==> config.mk <==
export PLATFORM = sky130hd
export DESIGN_NAME = scalar_kalman_filter
export DESIGN_NICKNAME = d
export VERILOG_FILES = /design/src/rtl/core/skf_pkg.sv /design/src/rtl/core/skf_ctrl.sv /design/src/rtl/core/skf_datapath.sv /design/src/rtl/core/scalar_kalman_filter.sv
export SDC_FILE = /design/constraint.sdc
export NUM_CORES = 2
export LEC_CHECK = 0
export ABC_CLOCK_PERIOD_IN_PS = 8850
export BUFFER_PORTS_ARGS = -buffer_cell sky130_fd_sc_hd__buf_2
export CAP_MARGIN = 20
export CORE_ASPECT_RATIO = 1.4
export CORE_MARGIN = 5
export CORE_UTILIZATION = 52
export CTS_CLUSTER_SIZE = 30
export DETAILED_ROUTE_END_ITERATION = 8
export GPL_TIMING_DRIVEN = 1
export PLACE_DENSITY = 0.72
export REMOVE_ABC_BUFFERS = 1
export SLEW_MARGIN = 10
export SYNTH_ARGS = -nofsm -noshare
export SYNTH_HDL_FRONTEND = slang
export SYNTH_HIERARCHICAL = 1
export SYNTH_SLANG_ARGS = --single-unit
==> constraint.sdc <==
create_clock -name clk -period 8.85 [get_ports clk]
set_input_delay 1.77 -clock clk [delete_from_list [all_inputs] [get_ports clk]]
set_output_delay 1.77 -clock clk [all_outputs]
set_load 0.01 [all_outputs]
==> src/rtl/core/skf_pkg.sv <==
// Shared types and constants of the scalar Kalman filter.
package skf_pkg;

  localparam int unsigned DATA_W    = 32;
  localparam int unsigned GAIN_W    = 17;
  localparam int unsigned CFG_IDX_W = 2;
  localparam int unsigned DIV_STEPS = GAIN_W;
  localparam int unsigned DIV_CNT_W = $clog2(DIV_STEPS);

  localparam logic [GAIN_W-1:0] ONE_Q16 = 17'h10000;

  // Register indexes of the configuration port
  localparam logic [CFG_IDX_W-1:0] REG_INIT_ESTIMATE   = 2'd0;
  localparam logic [CFG_IDX_W-1:0] REG_INIT_COVARIANCE = 2'd1;
  localparam logic [CFG_IDX_W-1:0] REG_PROCESS_NOISE   = 2'd2;
  localparam logic [CFG_IDX_W-1:0] REG_MEAS_NOISE      = 2'd3;

  localparam logic [DATA_W-1:0] RST_INIT_ESTIMATE   = 32'h0000_0000;
  localparam logic [DATA_W-1:0] RST_INIT_COVARIANCE = 32'h0001_0000;
  localparam logic [DATA_W-1:0] RST_PROCESS_NOISE   = 32'h0001_0000;
  localparam logic [DATA_W-1:0] RST_MEAS_NOISE      = 32'h0002_0000;

  // Controller to datapath
  typedef struct packed {
    logic load;      // capture a transaction, reload state on restart
    logic predict;   // covariance predict, denominator, divider seed
    logic div_step;  // one quotient bit of the gain division
    logic multiply;  // register both update products
    logic update;    // commit state and result registers
  } skf_cmd_t;

  // Datapath to controller
  typedef struct packed {
    logic div_last;  // current division step is the final one
  } skf_status_t;

endpackage

==> src/rtl/core/skf_ctrl.sv <==
// Sequencing state machine of the scalar Kalman filter.
module skf_ctrl (
  input  logic                 clk,
  input  logic                 rst,
  input  logic                 in_valid,
  output logic                 in_stall,
  output logic                 out_valid,
  input  logic                 out_stall,
  input  skf_pkg::skf_status_t status,
  output skf_pkg::skf_cmd_t    cmd
);
  import skf_pkg::*;

  typedef enum logic [2:0] {
    ST_IDLE,
    ST_PREDICT,
    ST_DIVIDE,
    ST_MULTIPLY,
    ST_FINISH
  } state_t;

  state_t state;
  logic   out_free;

  assign in_stall = (state != ST_IDLE);
  assign out_free = !out_valid || !out_stall;

  always_comb begin
    cmd = '0;
    case (state)
      ST_IDLE:     cmd.load     = in_valid;
      ST_PREDICT:  cmd.predict  = 1'b1;
      ST_DIVIDE:   cmd.div_step = 1'b1;
      ST_MULTIPLY: cmd.multiply = 1'b1;
      ST_FINISH:   cmd.update   = out_free;
      default:     cmd = '0;
    endcase
  end

  always_ff @(posedge clk) begin
    if (rst) begin
      state     <= ST_IDLE;
      out_valid <= 1'b0;
    end else begin
      // drop the result once taken; in ST_FINISH a new one replaces it below
      if (out_valid && !out_stall && state != ST_FINISH) out_valid <= 1'b0;
      case (state)
        ST_IDLE: begin
          if (in_valid) state <= ST_PREDICT;
        end
        ST_PREDICT:  state <= ST_DIVIDE;
        ST_DIVIDE: begin
          if (status.div_last) state <= ST_MULTIPLY;
        end
        ST_MULTIPLY: state <= ST_FINISH;
        ST_FINISH: begin
          if (out_free) begin
            out_valid <= 1'b1;
            state     <= ST_IDLE;
          end
        end
        default: state <= ST_IDLE;
      endcase
    end
  end

endmodule

==> src/rtl/core/skf_datapath.sv <==
// Registers, divider and multipliers of the scalar Kalman filter.
module skf_datapath (
  input  logic                                 clk,
  input  logic                                 rst,
  input  skf_pkg::skf_cmd_t                    cmd,
  output skf_pkg::skf_status_t                 status,
  input  logic                                 cfg_write,
  input  logic [skf_pkg::CFG_IDX_W-1:0]        cfg_index,
  input  logic [skf_pkg::DATA_W-1:0]           cfg_data,
  input  logic signed [skf_pkg::DATA_W-1:0]    sample,
  input  logic                                 restart,
  output logic signed [skf_pkg::DATA_W-1:0]    new_estimate,
  output logic [skf_pkg::DATA_W-1:0]           new_covariance,
  output logic [skf_pkg::GAIN_W-1:0]           gain,
  output logic                                 saturated
);
  import skf_pkg::*;

  // configuration
  logic signed [DATA_W-1:0] init_estimate;
  logic [DATA_W-1:0]        init_covariance;
  logic [DATA_W-1:0]        process_noise;
  logic [DATA_W-1:0]        meas_noise;

  // filter state
  logic signed [DATA_W-1:0] estimate;
  logic [DATA_W-1:0]        covariance;

  // per-transaction working registers
  logic signed [DATA_W-1:0] z;
  logic [DATA_W-1:0]        p;
  logic                     sat_p;
  logic [DATA_W:0]          den;
  logic [DATA_W:0]          rem;
  logic [GAIN_W-1:0]        quo;
  logic [DIV_CNT_W-1:0]     count;
  logic [GAIN_W-1:0]        gain_used;
  logic signed [GAIN_W+DATA_W+1:0] prod_e;
  logic [GAIN_W+DATA_W-1:0]        prod_c;

  // predict
  logic [DATA_W:0]   p_sum;
  logic [DATA_W-1:0] p_next;
  assign p_sum  = {1'b0, covariance} + {1'b0, process_noise};
  assign p_next = p_sum[DATA_W] ? '1 : p_sum[DATA_W-1:0];

  // divide: numerator is p << 16, seeded with p >> 1 so 17 bits remain
  logic [DATA_W+1:0] r_shift;
  logic [DATA_W+1:0] r_diff;
  logic              r_ge;
  assign r_shift = {rem, (count == '0) ? p[0] : 1'b0};
  assign r_diff  = r_shift - {1'b0, den};
  assign r_ge    = (r_shift >= {1'b0, den});
  assign status.div_last = (count == DIV_CNT_W'(DIV_STEPS - 1));

  // multiply operands
  logic [GAIN_W-1:0]        g_sel;
  logic signed [DATA_W:0]   innov;
  logic [GAIN_W-1:0]        one_minus_g;
  assign g_sel       = (den == '0) ? '0 : quo;
  assign innov       = {z[DATA_W-1], z} - {estimate[DATA_W-1], estimate};
  assign one_minus_g = ONE_Q16 - g_sel;

  // update: floor shift by 16, then clamp to signed 32 bits
  logic signed [DATA_W+2:0] delta;
  logic signed [DATA_W+2:0] e_sum;
  logic signed [DATA_W-1:0] e_clamp;
  logic                     e_sat;
  assign delta = prod_e[GAIN_W+DATA_W+1:16];
  assign e_sum = {{3{estimate[DATA_W-1]}}, estimate} + delta;
  always_comb begin
    e_sat   = 1'b0;
    e_clamp = e_sum[DATA_W-1:0];
    if (e_sum > 35'sh0_7FFF_FFFF) begin
      e_sat   = 1'b1;
      e_clamp = 32'sh7FFF_FFFF;
    end else if (e_sum < -35'sh0_8000_0000) begin
      e_sat   = 1'b1;
      e_clamp = 32'sh8000_0000;
    end
  end

  always_ff @(posedge clk) begin
    if (rst) begin
      init_estimate   <= RST_INIT_ESTIMATE;
      init_covariance <= RST_INIT_COVARIANCE;
      process_noise   <= RST_PROCESS_NOISE;
      meas_noise      <= RST_MEAS_NOISE;
    end else if (cfg_write) begin
      case (cfg_index)
        REG_INIT_ESTIMATE:   init_estimate   <= cfg_data;
        REG_INIT_COVARIANCE: init_covariance <= cfg_data;
        REG_PROCESS_NOISE:   process_noise   <= cfg_data;
        REG_MEAS_NOISE:      meas_noise      <= cfg_data;
        default: ;
      endcase
    end
  end

  always_ff @(posedge clk) begin
    if (rst) begin
      estimate   <= '0;
      covariance <= RST_INIT_COVARIANCE;
    end else if (cmd.load && restart) begin
      estimate   <= init_estimate;
      covariance <= init_covariance;
    end else if (cmd.update) begin
      estimate   <= e_clamp;
      covariance <= prod_c[DATA_W+15:16];
    end
  end

  always_ff @(posedge clk) begin
    if (cmd.load) z <= sample;
    if (cmd.predict) begin
      p     <= p_next;
      sat_p <= p_sum[DATA_W];
      den   <= {1'b0, p_next} + {1'b0, meas_noise};
      rem   <= {2'b00, p_next[DATA_W-1:1]};
      count <= '0;
    end
    if (cmd.div_step) begin
      rem   <= r_ge ? r_diff[DATA_W:0] : r_shift[DATA_W:0];
      quo   <= {quo[GAIN_W-2:0], r_ge};
      count <= count + 1'b1;
    end
    if (cmd.multiply) begin
      gain_used <= g_sel;
      prod_e    <= $signed({1'b0, g_sel}) * innov;
      prod_c    <= (GAIN_W+DATA_W)'(one_minus_g) * (GAIN_W+DATA_W)'(p);
    end
    if (cmd.update) begin
      new_estimate   <= e_clamp;
      new_covariance <= prod_c[DATA_W+15:16];
      gain           <= gain_used;
      saturated      <= sat_p | e_sat;
    end
  end

endmodule

==> src/rtl/core/scalar_kalman_filter.sv <==
// Top level of the scalar Kalman filter: controller plus datapath.
//
// One-dimensional Kalman filter. Each input transaction (a signed Q16.16
// sample and a restart bit) runs a predict step, P = min(P + Q, max), and an
// update step: gain = floor(P * 65536 / (P + R)) as unsigned Q1.16 (zero when
// P + R is zero), estimate += floor(gain * (sample - estimate) / 65536) with
// clamping, and P = floor((1 - gain) * P). A set restart bit first reloads
// estimate and covariance from the initial-value registers. Each input gives
// exactly one output transaction: new estimate, new covariance, gain and a
// saturation flag. From acceptance to the result register a transaction
// passes the predict state, the divide state of the restoring gain divider
// (one quotient bit per cycle, 17 quotient bits), the multiply state and the
// commit state. No new input is taken until that commit is done and the block
// is back in the idle state that accepts the next input. in_stall is high
// while a transaction is in flight. A finished result waits in the output
// register while the next input is accepted; the commit of that next one
// waits until the previous result is taken. Configuration registers (index 0
// initial estimate, 1 initial covariance, 2 process noise, 3 measurement
// noise) are written through cfg_write/cfg_index/cfg_data and must only
// change while the block is idle.
module scalar_kalman_filter (
  input  logic                               clk,
  input  logic                               rst,
  input  logic                               cfg_write,
  input  logic [skf_pkg::CFG_IDX_W-1:0]      cfg_index,
  input  logic [skf_pkg::DATA_W-1:0]         cfg_data,
  input  logic                               in_valid,
  output logic                               in_stall,
  input  logic signed [skf_pkg::DATA_W-1:0]  sample,
  input  logic                               restart,
  output logic                               out_valid,
  input  logic                               out_stall,
  output logic signed [skf_pkg::DATA_W-1:0]  new_estimate,
  output logic [skf_pkg::DATA_W-1:0]         new_covariance,
  output logic [skf_pkg::GAIN_W-1:0]         gain,
  output logic                               saturated
);
  import skf_pkg::*;

  skf_cmd_t    cmd;
  skf_status_t status;

  // sequence the predict, divide, multiply and commit steps
  skf_ctrl u_ctrl (
    .clk       (clk),
    .rst       (rst),
    .in_valid  (in_valid),
    .in_stall  (in_stall),
    .out_valid (out_valid),
    .out_stall (out_stall),
    .status    (status),
    .cmd       (cmd)
  );

  // hold configuration, filter state and the result register
  skf_datapath u_datapath (
    .clk            (clk),
    .rst            (rst),
    .cmd            (cmd),
    .status         (status),
    .cfg_write      (cfg_write),
    .cfg_index      (cfg_index),
    .cfg_data       (cfg_data),
    .sample         (sample),
    .restart        (restart),
    .new_estimate   (new_estimate),
    .new_covariance (new_covariance),
    .gain           (gain),
    .saturated      (saturated)
  );

endmodule

==> results.py <==
metrics = {
    "status": {
        "status": "finished with violations",
        "violations": "setup timing",
    },
    "route": {
        "drc": 0,
        "met3_length_mm": 12.1,
        "via_count": 49027,
        "drt_iter0_drc": 3360,
        "wl_per_cell_um": 21.5,
        "dr_wl_met2_mm": 93.9,
        "final_antenna_net_count": 0,
        "top_layer": "met5",
        "viasPerCell": 5.54,
        "drtPass1Iterations": 5,
        "drt-met1-wl_mm": 68.2,
        "routed_wl_mm": 190,
    },
    "global_routing": {
        "track_usage": 0.301,
        "grt_pass1_vias": 51903,
        "antenna_found_initial": 9,
        "gr-total-overflow": 0,
        "grt_pass1_wl_mm": 292,
        "grt_max_degree": 128,
    },
    "synthesis": {
        "syn_inst": 6762,
        "synth.area.top_cells": "fa_1 32%, edfxtp_1 16%, ha_1 8.1%",
        "synth_ff_type": "edfxtp_1",
        "synth_top_cell_area_share": 0.320,
        "netlist_area_um2": 61600,
        "yosys_warnings": 6,
        "avgSynthCellArea_um2": 9.11,
        "synth-seq-cells": 515,
        "synth_async_sr_flop_share": 0,
        "synth_edf_count": 319,
        "synth_cell_types": 88,
        "yosys.area.top_type": "fa_1",
        "yosysSeqAreaShare": 0.219,
    },
    "critical_path": {
        "end_kind": "register",
        "critPathKind": "reg2reg",
        "r2r_start": "u_datapath/den[26]",
        "critical_path.top_delay_family": "adder cells",
        "r2r_slack_ns": -0.31,
        "crit_arrival_ns": 9.57,
        "crit_buf_inv": 10,
        "critPathLaunchType": "register",
        "cp_slowest_stage_delay_ns": 0.68,
        "rr_worst_depth": 38,
        "path_max_fanout": 12,
        "r2r-end": "u_datapath/prod_c[44]",
        "critPathMostFrequentCell": "fa_1",
        "cp.required_ns": 9.26,
        "cpMaxStageDelayCell": "or4_4",
    },
    "die": {
        "core_area_um2": 118000,
        "io_pins": 156,
        "fp.dieW_um": 301,
        "dieHeight_um": 417,
        "dieArea_um2": 126000,
        "initial_core_util": 0.523,
        "row_count": 149,
    },
    "sta": {
        "timing.final.hold_violations": 0,
        "fin_crit_sh": 1.03,
        "relSlewSlack": 0.233,
        "tightest_slew_ns": 1.15,
        "timing.final.crit_period_ns": 9.16,
        "slew_violations": 0,
        "fmaxAchievable_ghz": 0.109,
        "rsz0062_at_grt": "yes",
        "setup_violations": 11,
        "skew_ns": 0.0543,
        "setup_slack_ns": -0.305,
    },
    "clock_network": {
        "htree_levels": 2,
        "cts_buffers": 56,
        "clock_sinks": 515,
        "cts-root-buf": "clkbuf_16",
        "cts_tree": "built",
        "clk_pin_slew_worst_paths_ns": 0.06,
        "clk_latency_ns": 0.68,
        "cts_buffer_depth": 3,
    },
    "placement": {
        "place_ws_ns": -0.766,
        "place_inst": 8675,
        "place_congestion": 0.978,
        "hpwl_mm": 152,
        "io_buffers": 155,
    },
    "worst_hold_path": {
        "holdPathStages": 0,
        "hp-start": "u_datapath/gain_used[11]",
        "hold_path_class": "reg2reg",
        "hold_path_end": "u_datapath/gain[11]",
    },
    "layout": {
        "nets": 8675,
        "final_cell_count_no_fill": 8853,
        "largest-register": "u_datapath/prod_e",
        "largest_reg_flops": 35,
        "regArea_um2": 13500,
        "syn2layout_area_growth_pct": 14.9,
        "n_fill_cell": 10084,
        "drive_gt1_frac": 0.138,
        "largestRegisters": "u_datapath/prod_e: 35 flops, u_datapath/den: 33 flops, u_datapath/rem: 33 flops",
        "utilization": 0.601,
        "multi_input_area_um2": 43200,
    },
    "run": {
        "maxCapViolations": 0,
    },
}
-- how the worst max path moves through the flow --
stage / from / to / slack (ns) / depth (start not counted)
6_report: u_datapath/den[26] / u_datapath/prod_c[44] / -0.31 / 38
5_1_grt: u_datapath/den[0] / u_datapath/prod_c[44] / -0.57 / 39
4_1_cts: u_datapath/den[26] / u_datapath/prod_c[47] / -0.09 / 35
3_5_place_dp: u_datapath/den[31] / u_datapath/prod_c[47] / -0.77 / 34
3_3_place_gp: u_datapath/den[31] / u_datapath/prod_c[47] / -0.65 / 34
2_1_floorplan: out_stall / u_datapath/estimate[22] / -1.67 / 4
-- area by class of cell --
class | instances | area share
Clock buffer | 80 | 0.0221
Multi-Input combinational cell | 4631 | 0.610
Timing Repair Buffer | 689 | 0.0752
Antenna cell | 3 | 0.000106
Inverter | 1325 | 0.0704
Tap cell | 1585 | 0.0280
Sequential cell | 515 | 0.191
Clock inverter | 25 | 0.00355
-- cell usage after synthesis, types with 53 or more instances --
| master | number |
|---|---|
| fa_1 | 985 |
| dfxtp_1 | 196 |
| o21a_1 | 54 |
| nand3_1 | 54 |
| xor2_1 | 56 |
| inv_1 | 1319 |
| xnor2_1 | 164 |
| edfxtp_1 | 319 |
| nor3_1 | 53 |
| a21oi_1 | 367 |
| ha_1 | 400 |
| nand2_1 | 1228 |
| a211oi_1 | 61 |
| and2_1 | 233 |
| clkbuf_1 | 258 |
| a21o_1 | 110 |
| nor2_1 | 316 |
| o21ai_0 | 112 |
-- layout by cell type (no fill, tap or decap), types with 53 or more instances in the layout --
cell and n:
inv_1 1301, a21o_1 110, xnor2_1 152, xor2_1 54
nand2_1 1213, nor2_1 296, o21ai_0 93, a21oi_1 334
o21a_1 53, fa_1 977, dfxtp_1 196, buf_2 154
buf_4 478, ha_1 382, clkbuf_16 58, edfxtp_1 319
a211oi_1 57, and2_1 224
-- worst register-to-register path, delay by kind of cell, from the launching register on --
family / cells / cell delay, ns
AOI/OAI and AO/OA: 6 / 1.42
xor gates and xnor gates: 1 / 0.12
adders and majority gates: 8 / 3.50
buffers and inverters: 10 / 1.03
DFF: 1 / 0.44
and+or+nand+nor: 13 / 2.38
-- through the flow --
stage | area [um2] | setup TNS [ns] | hold slack [ns]
after global routing | 70800 | -7.87 | 0.433
after global placement | 67100 | -7.85 | 0.404
after floorplan | 60400 | -78.64 | 0.400
final | 70800 | -1.60 | 0.420
after detailed placement | 67100 | -9.67 | 0.417
after CTS | 69600 | -0.120 | 0.418
-- per-layer routing --
layer  vias up  global-route usage
met3       601              0.0343
met4         2               0.188
met2      1943               0.528
li1      21982                   -
met1     24499               0.353
met5         -                   0
-- kinds of logic after synthesis --
kind of cell    share of synthesized area
simple gates                        0.146
fa+ha+maj                           0.401
xor+xnor                           0.0316
mux                               0.00670
flops                               0.219
buf+inv                            0.0995
compound gates                     0.0957
-- timing repair --
action / CTS / global route
gates cloned: 1 / 4
hold buffers: 0 / 0
pin swaps: 50 / 136
setup endpoints to repair: 32 / 39
endpoints found under the hold margin: 0 / 0
gates resized for setup: 83 / 186
setup buffers: 29 / 41
Power is not shown: default switching activity piles up to over one toggle a cycle in this logic, so the estimate is an artifact.
